===== config.mk =====
export PLATFORM = sky130hd
export DESIGN_NAME = rds_ctrl
export DESIGN_NICKNAME = d
export VERILOG_FILES = /design/src/rds_pkg.sv /design/src/rds_ctrl.sv
export SDC_FILE = /design/constraint.sdc
export NUM_CORES = 1
export LEC_CHECK = 0
export ABC_CLOCK_PERIOD_IN_PS = 1700
export BUFFER_PORTS_ARGS = -buffer_cell sky130_fd_sc_hd__buf_4
export CORE_MARGIN = 2
export CORE_UTILIZATION = 45
export DETAILED_ROUTE_END_ITERATION = 8
export GPL_TIMING_DRIVEN = 0
export HOLD_SLACK_MARGIN = 0.02
export PLACE_DENSITY = 0.66
export SLEW_MARGIN = 5
export SYNTH_ARGS = -nofsm -noshare
export SYNTH_HDL_FRONTEND = slang
export SYNTH_SLANG_ARGS = --single-unit

===== constraint.sdc =====
create_clock -name clock -period 1.7 [get_ports clock]
set_clock_uncertainty 0.05 [all_clocks]
set_input_delay 0.34 -clock clock [delete_from_list [all_inputs] [get_ports clock]]
set_output_delay 0.34 -clock clock [all_outputs]
set_load 0.1 [all_outputs]

===== src/rds_pkg.sv =====
`timescale 1ns / 1ps

package rds_pkg;

   // Fixed field widths of the coefficient path (Q1.24 registers)
   localparam int COEF_W    = 25;
   localparam int COEF_FRAC = 24;
   localparam int D_W       = 26;          // local diffusivity
   localparam int DLO_W     = 13;          // low half of Dl for the split multiply
   localparam int Q_W       = 27;          // harmonic mean quotient and face sum
   localparam int N_W       = 2 * D_W + 1; // 2*Dn*Dl

   // Register indexes on the CSR port
   localparam logic [1:0] CSR_COEF_WHITE = 2'd0;
   localparam logic [1:0] CSR_COEF_GREY  = 2'd1;
   localparam logic [1:0] CSR_GROWTH     = 2'd2;
   localparam logic [1:0] CSR_SMALL_SUM  = 2'd3;

   // Datapath operations
   typedef logic [3:0] op_type;
   localparam op_type OP_NONE   = 4'd0;
   localparam op_type OP_ACCEPT = 4'd1;
   localparam op_type OP_READ   = 4'd2;
   localparam op_type OP_MUL_W  = 4'd3;
   localparam op_type OP_MUL_G  = 4'd4;
   localparam op_type OP_GF     = 4'd5;
   localparam op_type OP_HM_LO  = 4'd6;
   localparam op_type OP_HM_HI  = 4'd7;
   localparam op_type OP_DIV    = 4'd8;
   localparam op_type OP_FACE   = 4'd9;
   localparam op_type OP_ACC    = 4'd10;
   localparam op_type OP_GROW   = 4'd11;
   localparam op_type OP_OUT    = 4'd12;

   // Stencil cell selects: center, then the six neighbours in pairs
   typedef logic [2:0] sel_type;
   localparam sel_type SEL_CENTER = 3'd0;
   localparam sel_type SEL_XM     = 3'd1;
   localparam sel_type SEL_XP     = 3'd2;
   localparam sel_type SEL_YM     = 3'd3;
   localparam sel_type SEL_YP     = 3'd4;
   localparam sel_type SEL_ZM     = 3'd5;
   localparam sel_type SEL_ZP     = 3'd6;

   typedef struct packed {
      op_type  op;
      sel_type sel;
   } rds_cmd_type;

   typedef struct packed {
      logic interior;
      logic center_zero;
      logic out_free;
   } rds_status_type;

endpackage


===== src/rds_ctrl.sv =====
`timescale 1ns / 1ps

module rds_ctrl import rds_pkg::*; (
   input  logic           clock,
   input  logic           reset,
   input  logic           req_valid,
   output logic           req_stall,
   input  rds_status_type status,
   output rds_cmd_type    cmd
);

   localparam logic [3:0] ST_IDLE = 4'd0;
   localparam logic [3:0] ST_READ = 4'd1;
   localparam logic [3:0] ST_MULW = 4'd2;
   localparam logic [3:0] ST_MULG = 4'd3;
   localparam logic [3:0] ST_GF   = 4'd4;
   localparam logic [3:0] ST_HLO  = 4'd5;
   localparam logic [3:0] ST_HHI  = 4'd6;
   localparam logic [3:0] ST_DIV  = 4'd7;
   localparam logic [3:0] ST_FACE = 4'd8;
   localparam logic [3:0] ST_ACC  = 4'd9;
   localparam logic [3:0] ST_GROW = 4'd10;
   localparam logic [3:0] ST_OUT  = 4'd11;

   localparam int CW = $clog2(Q_W);

   logic [3:0]    state_ff, state_in;
   sel_type       sel_ff, sel_in;
   logic [CW-1:0] cnt_ff, cnt_in;

   assign req_stall = (state_ff != ST_IDLE);

   always_comb begin
      state_in = state_ff;
      sel_in   = sel_ff;
      cnt_in   = cnt_ff;
      cmd.op   = OP_NONE;
      cmd.sel  = sel_ff;
      unique case (state_ff)
         ST_IDLE: begin
            if (req_valid) begin
               cmd.op = OP_ACCEPT;
               if (status.interior) begin
                  sel_in   = SEL_CENTER;
                  state_in = ST_READ;
               end
            end
         end
         ST_READ: begin
            cmd.op   = OP_READ;
            state_in = ST_MULW;
         end
         ST_MULW: begin
            cmd.op   = OP_MUL_W;
            state_in = ST_MULG;
         end
         ST_MULG: begin
            cmd.op = OP_MUL_G;
            if (sel_ff != SEL_CENTER) begin
               state_in = ST_HLO;
            end else if (status.center_zero) begin
               state_in = ST_OUT;
            end else begin
               state_in = ST_GF;
            end
         end
         ST_GF: begin
            cmd.op   = OP_GF;
            sel_in   = SEL_XM;
            state_in = ST_READ;
         end
         ST_HLO: begin
            cmd.op   = OP_HM_LO;
            state_in = ST_HHI;
         end
         ST_HHI: begin
            cmd.op   = OP_HM_HI;
            cnt_in   = '0;
            state_in = ST_DIV;
         end
         ST_DIV: begin
            cmd.op = OP_DIV;
            cnt_in = cnt_ff + CW'(1);
            if (cnt_ff == CW'(Q_W - 1)) begin
               state_in = ST_FACE;
            end
         end
         ST_FACE: begin
            cmd.op = OP_FACE;
            if (sel_ff == SEL_ZP) begin
               sel_in   = SEL_XM;
               state_in = ST_ACC;
            end else begin
               sel_in   = sel_ff + 3'd1;
               state_in = ST_READ;
            end
         end
         ST_ACC: begin
            cmd.op = OP_ACC;
            if (sel_ff == SEL_ZP) begin
               state_in = ST_GROW;
            end else begin
               sel_in = sel_ff + 3'd1;
            end
         end
         ST_GROW: begin
            cmd.op   = OP_GROW;
            state_in = ST_OUT;
         end
         ST_OUT: begin
            if (status.out_free) begin
               cmd.op   = OP_OUT;
               state_in = ST_IDLE;
            end
         end
         default: begin
            state_in = ST_IDLE;
         end
      endcase
   end

   always_ff @(posedge clock) begin
      if (reset) begin
         state_ff <= ST_IDLE;
         sel_ff   <= SEL_CENTER;
         cnt_ff   <= '0;
      end else begin
         state_ff <= state_in;
         sel_ff   <= sel_in;
         cnt_ff   <= cnt_in;
      end
   end

endmodule


**After elaboration in Yosys (flattened, before gate mapping)**

Index checks and enable logic that the tools add are counted.

- Equal/unequal tests: 19
- Mux-type cells: 18
- Add/subtract/negate cells: 2
- Reductions and logical operators: 7

Operators with widths:

| cell | number |
|---|---|
| one-hot mux 4 bit (12 select lines) | 2 |
| 2-to-1 mux 4 bit | 9 |
| equality test 4 x 3 -> 1 bit (second input constant) | 4 |
| equality test 4 bit (second input constant) | 4 |
| 2-to-1 mux 3 bit | 4 |
| inequality test 2 bit (second input constant) | 6 |
| one-hot mux 3 bit (4 select lines) | 1 |
| one-hot mux 5 bit (2 select lines) | 1 |
| equality test 4 x 2 -> 1 bit (second input constant) | 2 |
| nonzero test 4 bit | 2 |
| adder 5 x 1 -> 5 bit (second input constant) | 1 |
| equality test 5 bit (second input constant) | 1 |
| AND reduction 5 bit | 1 |
| equality test 4 x 1 -> 1 bit (second input constant) | 1 |
| logical NOT 4 bit | 1 |
| AND reduction 4 bit | 1 |
| adder 3 x 1 -> 3 bit (second input constant) | 1 |
| equality test 3 bit (second input constant) | 1 |
| nonzero test 3 bit | 1 |
| nonzero test 2 bit | 1 |
| 2-to-1 mux 1 bit | 1 |

- Bits in registers: 12
- Input port bits: 6

**Logic depth before layout (Yosys ltp)**

Gate-level depths: netlist of the first run.

- Depth after elaboration: 3
- Gate-level depth with buffers: 6

**Worst setup path after synthesis of the first run**

OpenSTA, ideal clock, no wires.

- Kind: reg2out
- From: register state_ff[3]
- To: output cmd[3] (netlist bit)
- Setup slack: -1632 ps
- Arrival time: 2942 ps
- Cell stages (with the launch flop): 4
- Path through: dfxtp_1 > buf_2 > nor4_1 > a211oi_1

RTL lines:

| item | RTL line | source |
|---|---|---|
| start, declared | rds_ctrl.sv:27 | `logic [3:0] state_ff, state_in;` |
| start signal, assigned | rds_ctrl.sv:128 | `state_ff <= state_in;` |
| end, declared | rds_ctrl.sv:9 | `output rds_cmd_type cmd` |

**Final worst setup path of the first run**

- From: register state_ff[1]
- To: output req_stall

- Cells in the longest elaborated chain, start to end: 1

Ends and longest elaborated chain:

| item | RTL line | source |
|---|---|---|
| nonzero test 4 bit | rds_ctrl.sv:31 | `assign req_stall = (state_ff != ST_IDLE);` |
| end, declared | rds_ctrl.sv:7 | `output logic req_stall,` |

No other way between the ends.

==> results of run 1 <==
-- cell families after synthesis --
family,Yosys count
DFF,12
muxes,3
buffers and inverters,14
and+or+nand+nor,48
AOI/OAI and AO/OA,32
xor gates and xnor gates,2
adders and majority gates,5
-- through the flow --
stage / setup TNS, ns / cells
2_1_floorplan: -0.466 / 116
4_1_cts: -0.491 / 166
3_3_place_gp: -0.115 / 156
3_5_place_dp: -0.142 / 156
6_report: -0.458 / 170
5_1_grt: -0.729 / 170
-- layout make-up --
type | count | area [um2] | area share (%)
multi-input combinational | 90 | 716 | 51.7
sequential | 12 | 264 | 19.1
timing repair buffer | 25 | 253 | 18.2
buffer | 5 | 56.3 | 4.07
clock buffer | 4 | 36.3 | 2.62
tap | 27 | 33.8 | 2.44
inverter | 7 | 26.3 | 1.90
-- power breakdown --
group / internal (mW) / switching, mW / leakage, nW / total [mW]
clock network: 0.130 / 0.110 / 0.0210 / 0.240
logic: 0.668 / 0.929 / 0.415 / 1.60
registers: 0.321 / 0.0509 / 0.102 / 0.372
total: 1.12 / 1.09 / 0.538 / 2.21
-- layout by cell type, fill, tap and decap left out, drive strengths merged --
master	count
buf	29
nor2	16
dfxtp	12
a21oi	8
inv	7
o21ai	6
nor3	5
nand2	5
ha	5
clkbuf	5
a211oi	5
a311oi	4
nand2b	4
nor2b	3
a31oi	3
nand3	3
nand3b	2
mux2i	2
o31ai	2
xnor2	2
or4	1
nand4b	1
o22ai	1
nor4	1
and4b	1
and3b	1
mux2	1
nor3b	1
or3	1
a31o	1
a211o	1
nand4	1
a22o	1
and3	1
or3b	1
-- critical path, stage by stage (launching register included) --
cell	delay, ns
dfxtp_4	0.38
buf_6	0.15
or4_4	0.49
buf_12	0.18
-- registers in the layout, indices dropped and copies added (netlist names) --
signal / cells
sel_ff: 3
cnt_ff: 5
state_ff: 4
-- what timing repair did --
action	in CTS	in global routing
setup endpoints to repair	5	6
pin swaps	2	1
gates resized for setup	32	9
hold buffers	0	0
setup buffers	8	4
-- per-layer routing --
layer  up-vias  GRT usage [%]
met1       458           31.2
met2        37           35.2
met3        13           4.63
met4         0           12.4
met5         -              0
li1        475              -
-- synthesized netlist by cell type (2+ instances only) --
cell / number
mux2i_1: 2
nand3b_1: 2
ha_1: 5
a211oi_1: 4
nor2_1: 16
buf_2: 5
a311oi_1: 4
xnor2_1: 2
nand3_1: 3
a31oi_1: 3
o21ai_0: 5
nor2b_1: 3
o31ai_1: 2
nor3_1: 5
nand2b_1: 3
nand2_1: 5
inv_1: 7
a21oi_1: 7
dfxtp_1: 12
-- how the worst min path moves through the flow --
stage                           startpoint                     end  slack (ns)  depth (start not counted)
global route                         reset  sel_ff[0]$_SDFFE_PP0P_        0.34                          3
detailed placement  cnt_ff[4]$_SDFFE_PP0P_  cnt_ff[4]$_SDFFE_PP0P_        0.43                          1
floorplan           cnt_ff[4]$_SDFFE_PP0P_  cnt_ff[4]$_SDFFE_PP0P_        0.39                          1
global placement    cnt_ff[4]$_SDFFE_PP0P_  cnt_ff[4]$_SDFFE_PP0P_        0.42                          1
finish                               reset  sel_ff[0]$_SDFFE_PP0P_        0.33                          3
CTS                                  reset  sel_ff[0]$_SDFFE_PP0P_        0.32                          3
==> reports/qor.txt, run 1 <==
status = finished with violations
failing checks = setup timing
Req. time, crit path = 1.31 ns
CP startpoint kind = flip-flop
first-pass GRT wire length = 4260 um
max_slew headroom = 67.3%
R2R depth = 6
Cell Pwr Density = 1590 nW/um2
Die Footprint = 2370 um2
final wirelength = 2860 um
Die H = 48.7 um
drt pass-1 iters = 4
Max Cap Viol = 0
port bufs = 13
Post-DP Area = 1110 um2
Post-Synth Adder-Cell Area = 6.97%
fin. max-slew vios = 0
post-synthesis compound-gate area fraction = 24.3%
total CTS buffers = 3
R2R setup slack = 0 ns
share of cells above drive strength 1 = 40.6%
Peak Freq = 533 MHz
Final Setup Violations = 6
initial drt markers = 40
GPL Wtd Cong = 0.830
Synth Area per Inst = 7.73 um2
Vias/cell = 5.78
crit path capture type = output port
total grt overflow = 0
Net Count, Synth = 127
largest net degree at the start of global routing = 11
TritonCTS clock tree = yes
unrepaired setup endpoints after global routing = yes
Nets = 155
Final Util = 72.1%
antenna cells = 0
Met1 Routed Length = 1250 um
Top FF cell, synth = dfxtp_1
post-synthesis simple-gate area fraction = 29.1%
initial antenna violation count = 0
via count = 983
vias in the first global route = 904
Clock Latency Late Sink = 0.28 ns
Final ANT Viol Nets = 0
distinct cell type count after synthesis = 40
WL per Instance = 16.8 um
Layout Area Growth over Synthesis = 54.4%
tightest hold margin = 0.329 ns
Max clock buf depth = 2
pre-CTS WS = -0.0754 ns
cell area after layout = 1390 um2
initial core utilization = 46.7%
DRC Markers = 0
total chip power = 2.21 mW
sequential area share after synthesis = 26.8%
FFs w/ async S/R, synth = 0%
Ys Warns = 0
crit path to = req_stall
Total Routing Usage GR = 23.3%
post-synthesis mux area share = 3.91%
HP Class = in -> reg
combinational family with the most area after synthesis = simple AND/OR/NAND/NOR gates
Cells after Synth = 116
worst slew pin tran = 0.491 ns
crit share post-route = 110%
total number of placement rows = 16
Post-synth EDFFs = 0
clk root buf = clkbuf_4
clock sinks = 12
VDD IR-drop max = 1370 uV
crit path max fanout = 6
mapped cell area = 897 um2
R2R Path End = state_ff[2]$_SDFFE_PP0P_
WL met2 = 1370 um
area leader, netlist = dfxtp_1
IO Pins = 14
setup ws final = -0.177 ns
DP HPWL = 1560 um
Critical R2R Launch = cnt_ff[0]$_SDFFE_PP0P_
Synth top area share = 26.8%
Core Area = 1920 um2
Top Layer Used = met4
Die Width = 48.7 um
final hold violation count = 0
CP Class = reg -> out
filler cell count in the final layout = 145
H-tree level count = 1
WP data arrival = 1.49 ns
Leak = 0.538 nW
Synth Register Bits = 12
Worst-path clk slew = 0.08 ns
Setup crit start = state_ff[1]$_SDFFE_PP0P_
Final min period = 1.88 ns
ranking of synthesized cells by area = dfxtp_1 (27%), ha_1 (7.0%), nor2_1 (6.7%)
xor/xnor share of the synthesized area = 1.95%
wire length on met3 = 125 um
Note: power is estimated with default switching activity, not from simulation.
==> run 2, diff against run 1 <==
--- a/config.mk
+++ b/config.mk
@@ -7,3 +7,3 @@
 export LEC_CHECK = 0
-export ABC_CLOCK_PERIOD_IN_PS = 1700
+export ABC_CLOCK_PERIOD_IN_PS = 2400
 export BUFFER_PORTS_ARGS = -buffer_cell sky130_fd_sc_hd__buf_4
==> constraint.sdc (replaced) <==
create_clock -name clock -period 2.4 [get_ports clock]
set_clock_uncertainty 0.05 [all_clocks]
set_input_delay 0.36 -clock clock [delete_from_list [all_inputs] [get_ports clock]]
set_output_delay 0.36 -clock clock [all_outputs]
set_load 0.1 [all_outputs]
==> reports/qor.txt, run 2 (synthesis results as in run 1) <==
crit path to = cmd[3]
cts hold-fix bufs = 0
final wirelength = 2210 um
Layout Area Growth over Synthesis = 20.8%
share of cells above drive strength 1 = 24.1%
Largest regs = cnt_ff (5), state_ff (4), sel_ff (3)
crit path max fanout = 10
worst slew pin tran = 0.509 ns
commonest non-fill, non-tap cell in the layout = nor2_1
IO Pins = 14
final hold violation count = 0
total chip power = 1.16 mW
port bufs = 13
Final min period = 2.13 ns
CP max stage cell = dfxtp_1
total grt overflow = 0
max_slew headroom = 66.0%
placed insts = 156
Die Footprint = 2370 um2
Largest register FFs = 5
switching share of power = 55.1%
antenna cells = 0
Max Cap Viol = 0
post-route setup TNS = 0 ns
Clock Latency Late Sink = 0.28 ns
drt pass-1 iters = 4
R2R depth = 6
Seq pwr share = 20.2%
Final ANT Viol Nets = 0
Cell Pwr Density = 1070 nW/um2
Setup crit start = state_ff[3]$_SDFFE_PP0P_
fin. max-slew vios = 0
unrepaired setup endpoints after global routing = no
clock share of power = 14.5%
Critical R2R Launch = sel_ff[0]$_SDFFE_PP0P_
post-CTS sizing = 0
crit share post-route = 88.8%
Max clock buf depth = 2
CP max stage delay = 0.52 ns
Core Area = 1920 um2
via count = 899
R2R setup slack = 0.63 ns
status = complete, no violations
crit path capture type = output port
Total Routing Usage GR = 20.5%
Logic pwr share = 65.3%
Die Width = 48.7 um
Peak Freq = 469 MHz
H-tree level count = 1
CP Class = reg -> out
VDD IR-drop max = 779 uV
WP data arrival = 1.72 ns
filler cell count in the final layout = 198
HP Class = in -> reg
P_sw = 0.639 mW
GPL Wtd Cong = 0.878
total CTS buffers = 3
initial antenna violation count = 0
Leak = 0.426 nW
TritonCTS clock tree = yes
Top reg by flops = cnt_ff
crit path cell chain = buf_2 > nor4_1 > a211oi_2 > buf_4
setup bufs post-CTS = 0
Die H = 48.7 um
Final Setup Violations = 0
CP startpoint kind = flip-flop
DRC Markers = 0
largest net degree at the start of global routing = 11
first-pass GRT wire length = 3770 um
total number of placement rows = 16
clock sinks = 12
clk root buf = clkbuf_4
WL per Instance = 13.8 um
Non-Filler Instances = 160
R2R Path End = state_ff[1]$_SDFFE_PP0P_
initial core utilization = 46.7%
Nets = 145
Req. time, crit path = 1.99 ns
DP HPWL = 1580 um
P_int = 0.521 mW
initial drt markers = 27
most frequent cells in the layout = nor2_1 (16), buf_4 (14), dfxtp_1 (12), inv_1 (7), a21oi_1 (6)
Vias/cell = 5.62
Worst-path clk slew = 0.08 ns
vias in the first global route = 800
run 2: cell types whose count changed in the layout (fill, tap and decap cells not counted), moves of 2 or more:
cell and change:
buf_2 +5, buf_8 -4, buf_12 -4, dfxtp_1 +7
xnor2_1 +2, buf_6 -2, buf_4 -5, dfxtp_4 -6
run 2: worst max-delay path, delay by kind of cell (launching register included):
kind,cells,cell delay [ns]
DFF,1,0.52
AOI/OAI and AO/OA,1,0.19
buffers and inverters,2,0.62
and+or+nand+nor,1,0.10
run 2: worst min-delay path by stage:
| stage | endpoint | slack [ns] | from | depth (start not counted) |
|---|---|---|---|---|
| finish | sel_ff[0]$_SDFFE_PP0P_ | 0.36 | reset | 3 |
| detailed placement | cnt_ff[4]$_SDFFE_PP0P_ | 0.42 | cnt_ff[4]$_SDFFE_PP0P_ | 1 |
| global route | sel_ff[0]$_SDFFE_PP0P_ | 0.40 | reset | 3 |
| CTS | sel_ff[0]$_SDFFE_PP0P_ | 0.36 | reset | 3 |
| floorplan | cnt_ff[4]$_SDFFE_PP0P_ | 0.39 | cnt_ff[4]$_SDFFE_PP0P_ | 1 |
| global placement | cnt_ff[4]$_SDFFE_PP0P_ | 0.41 | cnt_ff[4]$_SDFFE_PP0P_ | 1 |
run 2: through the flow:
stage          setup slack (ns)  hold slack, ns  utilization [%]  instance area, um2
2_1_floorplan           -0.0184           0.390                -                 916
3_3_place_gp              0.622           0.414             54.5                1050
3_5_place_dp              0.600           0.416             54.5                1050
4_1_cts                   0.287           0.361             56.4                1080
5_1_grt                   0.207           0.398             56.4                1080
6_report                  0.269           0.359             56.4                1080
run 2: power groups by stage:
stage | clock (mW) | combinational (mW) | sequential (mW)
floorplan | 0 | 0.623 | 0.239
global placement | 0 | 0.751 | 0.238
detailed placement | 0 | 0.755 | 0.239
CTS | 0.171 | 0.758 | 0.234
global route | 0.181 | 0.795 | 0.237
finish | 0.169 | 0.758 | 0.235
run 2: cell type report:
type | count | area [um2] | share of cell area, %
Buffer | 7 | 36.3 | 3.35
Timing Repair Buffer | 13 | 97.6 | 9.01
Clock buffer | 4 | 36.3 | 3.35
Sequential cell | 12 | 240 | 22.2
Multi-Input combinational cell | 90 | 613 | 56.6
Inverter | 7 | 26.3 | 2.42
Tap cell | 27 | 33.8 | 3.12
run 2: per-layer routing:
layer | up-vias | part of all wire [%] | global-route usage (%)
li1 | 456 | - | -
met1 | 414 | 51 | 28.9
met2 | 25 | 44 | 31.1
met3 | 4 | 3.9 | 3.70
met4 | 0 | 1.2 | 7.62
met5 | - | 0 | 0
